<file path="src/lpet_pkg.sv">
`timescale 1ns / 1ps

package lpet_pkg;

  // Table geometry.
  localparam int TABLE_DEPTH = 256;
  localparam int IDX_W       = $clog2(TABLE_DEPTH);
  localparam int CNT_W       = $clog2(TABLE_DEPTH + 1);

  // Item field widths.
  localparam int HANDLE_W = 32;
  localparam int PRIO_W   = 16;
  localparam int FILL_W   = 9;
  localparam int FILL_MAX = (1 << FILL_W) - 1;

  // Stream data widths, padded to whole bytes.
  localparam int IN_DATA_W  = 48;
  localparam int OUT_DATA_W = 64;

  // Controller states.
  typedef enum logic [2:0] {
    ST_IDLE,
    ST_APPEND,
    ST_SCAN,
    ST_DRAIN,
    ST_DECIDE,
    ST_RELINK,
    ST_RESULT
  } state_t;

  // Commands from the controller to the datapath.
  typedef struct packed {
    logic capture;
    logic commit_append;
    logic scan_read;
    logic scan_first;
    logic new_evict;
    logic unlink;
    logic relink;
    logic load_out;
  } dp_cmd_t;

  // Status from the datapath to the controller.
  typedef struct packed {
    logic full;
    logic new_lowest;
    logic out_free;
  } dp_status_t;

endpackage

</file>
<file path="src/lpet_ctrl.sv">
`timescale 1ns / 1ps

module lpet_ctrl (
  input  logic                 clk,
  input  logic                 rst_n,
  input  logic                 in_tvalid,
  output logic                 in_tready,
  input  lpet_pkg::dp_status_t status,
  output lpet_pkg::dp_cmd_t    cmd
);

  lpet_pkg::state_t                 state_r;
  lpet_pkg::state_t                 state_nxt;
  logic [lpet_pkg::IDX_W-1:0]       scan_cnt_r;
  logic [lpet_pkg::IDX_W-1:0]       scan_cnt_nxt;
  logic                             scan_last;

  assign scan_last = (scan_cnt_r == lpet_pkg::IDX_W'(lpet_pkg::TABLE_DEPTH - 1));

  // State and scan counter registers.
  always_ff @(posedge clk) begin
    if (!rst_n) begin
      state_r    <= lpet_pkg::ST_IDLE;
      scan_cnt_r <= '0;
    end else begin
      state_r    <= state_nxt;
      scan_cnt_r <= scan_cnt_nxt;
    end
  end

  // Next state.
  always_comb begin
    state_nxt    = state_r;
    scan_cnt_nxt = scan_cnt_r;
    unique case (state_r)
      lpet_pkg::ST_IDLE: begin
        if (in_tvalid) begin
          scan_cnt_nxt = '0;
          state_nxt    = status.full ? lpet_pkg::ST_SCAN : lpet_pkg::ST_APPEND;
        end
      end
      lpet_pkg::ST_APPEND: begin
        state_nxt = lpet_pkg::ST_RESULT;
      end
      lpet_pkg::ST_SCAN: begin
        scan_cnt_nxt = scan_cnt_r + 1'b1;
        if (scan_last) begin
          state_nxt = lpet_pkg::ST_DRAIN;
        end
      end
      lpet_pkg::ST_DRAIN: begin
        state_nxt = lpet_pkg::ST_DECIDE;
      end
      lpet_pkg::ST_DECIDE: begin
        state_nxt = status.new_lowest ? lpet_pkg::ST_RESULT : lpet_pkg::ST_RELINK;
      end
      lpet_pkg::ST_RELINK: begin
        state_nxt = lpet_pkg::ST_RESULT;
      end
      lpet_pkg::ST_RESULT: begin
        if (status.out_free) begin
          state_nxt = lpet_pkg::ST_IDLE;
        end
      end
      default: begin
        state_nxt = lpet_pkg::ST_IDLE;
      end
    endcase
  end

  // Outputs.
  always_comb begin
    cmd       = '0;
    in_tready = 1'b0;
    unique case (state_r)
      lpet_pkg::ST_IDLE: begin
        in_tready   = 1'b1;
        cmd.capture = in_tvalid;
      end
      lpet_pkg::ST_APPEND: begin
        cmd.commit_append = 1'b1;
      end
      lpet_pkg::ST_SCAN: begin
        cmd.scan_read  = 1'b1;
        cmd.scan_first = (scan_cnt_r == '0);
      end
      lpet_pkg::ST_DRAIN: begin
        cmd = '0;
      end
      lpet_pkg::ST_DECIDE: begin
        cmd.new_evict = status.new_lowest;
        cmd.unlink    = !status.new_lowest;
      end
      lpet_pkg::ST_RELINK: begin
        cmd.relink = 1'b1;
      end
      lpet_pkg::ST_RESULT: begin
        cmd.load_out = status.out_free;
      end
      default: begin
        cmd = '0;
      end
    endcase
  end

endmodule

</file>
<file path="config.mk">
export PLATFORM = sky130hd
export DESIGN_NAME = lpet_ctrl
export DESIGN_NICKNAME = d
export VERILOG_FILES = /design/src/lpet_pkg.sv /design/src/lpet_ctrl.sv
export SDC_FILE = /design/constraint.sdc
export NUM_CORES = 1
export LEC_CHECK = 0
export ABC_AREA = 1
export BUFFER_PORTS_ARGS = -buffer_cell sky130_fd_sc_hd__buf_2
export CORE_MARGIN = 1.5
export CORE_UTILIZATION = 45
export CTS_CLUSTER_SIZE = 12
export DETAILED_ROUTE_END_ITERATION = 8
export PLACE_DENSITY = 0.7
export SYNTH_ARGS = -nofsm -noshare
export SYNTH_HDL_FRONTEND = slang
export SYNTH_SLANG_ARGS = --single-unit
</file>
<file path="constraint.sdc">
create_clock -name clk -period 1.15 [get_ports clk]
set_input_delay 0.115 -clock clk [delete_from_list [all_inputs] [get_ports clk]]
set_output_delay 0.115 -clock clk [all_outputs]
set_load 0.01 [all_outputs]
</file>
======== Word-level counts from Yosys, hierarchy flattened ========
Cells that the tools add are included.
Widths: inputs -> output; s select.
storage, ports and cells
  bits in latches ......................... 0
  memory bits (writable) .................. 0
  input port bits ......................... 6
  memory bits (read-only) ................. 0
  memories kept ........................... 0
  register bits after elaboration ......... 11
  output and inout port bits .............. 9
  word-level logic and storage cells ...... 35
operators by class
  multiply operators ...................... 0
  bitwise operators ....................... 0
  shifts and indexed selects .............. 0
  $add $sub $neg .......................... 1
  divide/modulo/power cells ............... 0
  equal/unequal tests ..................... 10
  reduce and logical (&&, ||, !) cells .... 7
  order comparisons ....................... 0
  mux-type cells .......................... 15
operator list
  operator             count
  $pmux 3 s6           1
  $pmux 8 s2           1
  $eq 3x3->1 const B   3
  $mux 3               3
  $add 8x1->8 const B  1
  $eq 8x8->1 const B   1
  $logic_not 8->1      1
  $mux 2               4
  $mux 8               1
  $eq 3x2->1 const B   2
  $ne 2x2->1 const B   3
  $mux 1               5
  $eq 3x1->1 const B   1
  $logic_not 3->1      1
  $reduce_and 3->1     1
  $reduce_and 2->1     1
  $reduce_bool 2->1    1
  $reduce_or 2->1      1
  $logic_not 1->1      1

======== Depth between registers and ports, before layout ========
  depth in word-level cells ............... 3
  gate-level depth with buffers ........... 8
  mapped depth without buffers ............ 8

======== Worst setup path after synthesis ========
No wires, ideal clock.
  kind .................................... flip-flop to flip-flop
  from .................................... register scan_cnt_r[0] (netlist bit)
  to ...................................... register state_r[1]
  library setup time ...................... 0.114 ns
  required time ........................... 1.036 ns
  period minus slack after synthesis ...... 1.165 ns
  stages on the path, launching flop included .. 9
  data arrival time ....................... 1.050 ns
  slack ................................... -0.015 ns
  path buffers ............................ 0
  path through ............................ dfxtp_1 -> ha_1 -> nand2_1 -> nor2_2 -> nand2_1 -> nand2_1 -> nand2_1 -> a21oi_2 -> nor2_1
between the ends
  longest elaborated chain between the ends .. 3
RTL lines
  what                        RTL line         text
  start, declared             lpet_ctrl.sv:14  logic [lpet_pkg::IDX_W-1:0] scan_cnt_r;
  start signal, assigned      lpet_ctrl.sv:27  scan_cnt_r <= scan_cnt_nxt;
  $eq 8x8->1                  lpet_ctrl.sv:18  assign scan_last = (scan_cnt_r == lpet_pkg::IDX_W'(lpet_pkg::TABLE_DEPTH - 1));
  $ne 2x2->1 (no line)        --
  $reduce_and 3->1 (no line)  --
  end signal, assigned        lpet_ctrl.sv:23  state_r <= lpet_pkg::ST_IDLE;
  end signal, assigned        lpet_ctrl.sv:26  state_r <= state_nxt;
  end, declared               lpet_ctrl.sv:12  lpet_pkg::state_t state_r;
No other way between the ends.
A chain may end at the register's enable or synchronous reset.

==> summary.md <==
| Metric | Value |
|---|---|
| Number of remaining DRC errors | `0` |
| Layout cells sized above 1 | `0.551` |
| Critical path peak fanout | `4` |
| Clock Path Buffers | `2` |
| CTS tree | `yes` |
| Main combinational cell family by area after synthesis | `simple AND/OR/NAND/NOR gates` |
| Total GRT Usage | `0.222` |
| Synth warn | `0` |
| Leak Pwr | `between 0.5 and 0.6 nW` |
| Core Region | `~1500 sq um` |
| Maxcap violations | `0` |
| Num ports | `15` |
| Post-synth EDFFs | `0` |
| Die width | `~43 um` |
| Most common flop cell mapped by yosys | `dfxtp_1` |
| Crit-path cells | `buf_6, inv_2, ha_4, nand3_1, nor2_1, buf_2` |
| CTS Buf Count | `3` |
| Failing checks | `setup timing` |
| First-pass GRT wire length | `~3.1 mm` |
| Area share of fa/ha/maj cells after synthesis | `0.0347` |
| Unrepaired setup endpoints after global routing | `true` |
| Largest net degree at the start of global routing | `12` |
| Post-Syn Area | `722 sq um` |
| Die height | `between 40 and 50 um` |
| Flops & latches, synth | `11` |
| Hold Crit Class | `input port to register` |
| Max Slew Vio Count | `0` |
| Initial Utilization | `0.479` |
| Post-CTS Hold Buffers | `0` |
| Top cells by area, synth | `dfxtp_1 (31%), nand2_1 (13%), inv_1 (8.8%), nand3_1 (7.6%), nor2_1 (5.2%)` |
| Syn Nets | `119` |
| Overall Power | `2.51 mW` |
| Post-synthesis sequential area ratio | `0.305` |
| Routed len/inst | `~13 um` |
| Via Count | `roughly 870` |
| Xor and xnor fraction of the mapped netlist area | `0` |
| Number of global-route vias before repair | `roughly 750` |
| Final setup vio count | `14` |
| Total global routing overflow | `0` |
| Final count of hold timing violations | `0` |
| Synth Area in Simple Gates | `0.392` |
| Final period utilization | `1.15` |
| Detailed Place HPWL | `~1.2 mm` |
| 1st-pass router iterations | `4` |
| Worst endpoint required time | `1.03 ns` |
| Crit Path Category | `register to primary output` |
| Worst hold slack | `~0.13 ns` |
| Setup Skew | `about 0.00083 ns` |
| Critical path's top delay family | `flip-flops` |
| Worst path max stage delay | `between 0.3 and 0.4 ns` |
| Critical Path Start Type | `register` |
| Initial antenna violation count | `0` |
| Port bufs | `14` |
| Worst-path clk slew | `roughly 0.070 ns` |
| CTS root buf | `clkbuf_4` |
| Yosys cell types | `20` |
| H-Tree Level Count | `1` |
| Synthesized area per cell | `roughly 6.5 sq um` |
| Count leader, synth | `nand2_1` |
| Crit path buffers/inverters | `3` |
| Final Critical Period | `roughly 1.3 ns` |
| Slew headroom | `0.843` |
| Outcome | `finished, violations left` |
| ANT cells | `0` |
| Skew-Pair Late Insertion Delay | `between 0.2 and 0.3 ns` |
| Worst Tran Pin Value | `0.235 ns` |
| Most instantiated cells after synthesis | `nand2_1 (25), inv_1 (17), dfxtp_1 (11), nand3_1 (11), nor2_1 (10)` |
| Fmax | `0.758 GHz` |
| Top-area cell type share of the netlist area | `0.305` |
| Area leader, netlist | `dfxtp_1` |
| CTS sink count | `11` |
| Worst path arrival time | `1.20 ns` |
| Mapped Cells | `between 100 and 150` |
| Final WS setup | `-0.169 ns` |
| Area grow syn2layout | `58.2%` |
| Compound-cell area share of the yosys netlist | `0.133` |
| Num rows | `14` |
| Initial DRC Count | `8` |
| Critical Path End Type | `primary output` |
| Nets | `~160` |
| Die area | `1850 sq um` |
| Async SR Flop Fraction | `0` |
| Multiplexer share of the synthesized area | `0` |
| VDD IR max | `1.38 mV` |
| Drt total wl | `~2.1 mm` |
| Placer Congestion | `slightly below 0.9` |
| Antenna-violating nets left | `0` |
| Power density cells | `~2200 nW/um^2` |
| Slowest cell on the critical path | `dfxtp_2` |
| Vias per cell | `around 5.3` |
## worst paths after layout
kind	start	to	slack (ns)	cells after the start
max reg2reg	scan_cnt_r[0]	state_r[1]	-0.07	9
min	rst_n	scan_cnt_r[5]	0.13	3
min reg2reg	scan_cnt_r[2]	scan_cnt_r[2]	0.57	2
max	scan_cnt_r[1]	cmd[4]	-0.17	6
## worst reg2reg max path, stage by stage, from the launching register on
cell,delay (ns)
dfxtp_2,0.35
buf_6,0.10
ha_4,0.14
nand2_4,0.06
nor2_4,0.11
nand2_1,0.08
nand2_2,0.08
nand2_2,0.05
a21oi_2,0.10
nor2_1,0.04
## cells in the final DEF, fill, tap and decap left out, types with 2 or more instances in the layout
cell,instances
nor2_2,2
nand3_1,7
inv_2,6
nand3_2,6
nor2_1,8
ha_4,2
nand2_1,20
dfxtp_4,3
buf_4,13
buf_2,13
dfxtp_1,3
a21oi_1,4
nand4_1,3
nor2_4,2
dfxtp_2,5
a21oi_2,4
clkbuf_4,3
nand2_2,6
buf_6,8
o21ai_1,6
inv_4,2
inv_1,12
## metrics by stage
step	setup slack [ns]	area, sq um	utilization	cells	setup TNS [ns]
after floorplan	0.00634	723	-	111	0
after global placement	0.00734	843	0.560	146	0
after detailed placement	-0.0257	843	0.560	146	-0.0374
after CTS	-0.193	1020	0.674	159	-1.16
after global routing	-0.247	1140	0.758	163	-2.24
final	-0.169	1140	0.758	163	-1.15
## final cells by class
| type | instances | area, sq um |
|---|---|---|
| timing repair buffer | 34 | 253 |
| tap | 16 | 20.0 |
| clock buffer | 3 | 22.5 |
| inverter | 20 | 80.1 |
| fill | 104 | 364 |
| sequential | 11 | 238 |
| clock inverter | 1 | 5.00 |
| multi-input combinational | 78 | 524 |
## flip-flops by register name, indices dropped and copies added (netlist names)
signal and cells:
scan_cnt_r 8, state_r 3
## report_power, final
group	total, mW	switching, mW	internal [mW]
clock network	0.278	0.148	0.129
logic	1.60	0.851	0.748
registers	0.632	0.147	0.485
## per-layer routing
| metal | GRT usage | routed length [um] |
|---|---|---|
| met1 | 0.270 | 859 |
| met2 | 0.355 | 1080 |
| met3 | 0.0809 | 99 |
| met4 | 0.0848 | 83 |
| met5 | 0 | 0 |
## what timing repair did
action	CTS	global route
setup endpoints to repair	12	19
buffers inserted	9	4
pin swaps	10	13
gates resized for setup	29	22
## kinds of logic after synthesis
group	Yosys count
AND/OR/NAND/NOR	59
buffers and inverters	22
AO/OA/AOI/OAI	17
flip-flops	11
adder cells (fa/ha/maj)	2
No activity file was read; power rests on OpenSTA's default activity.
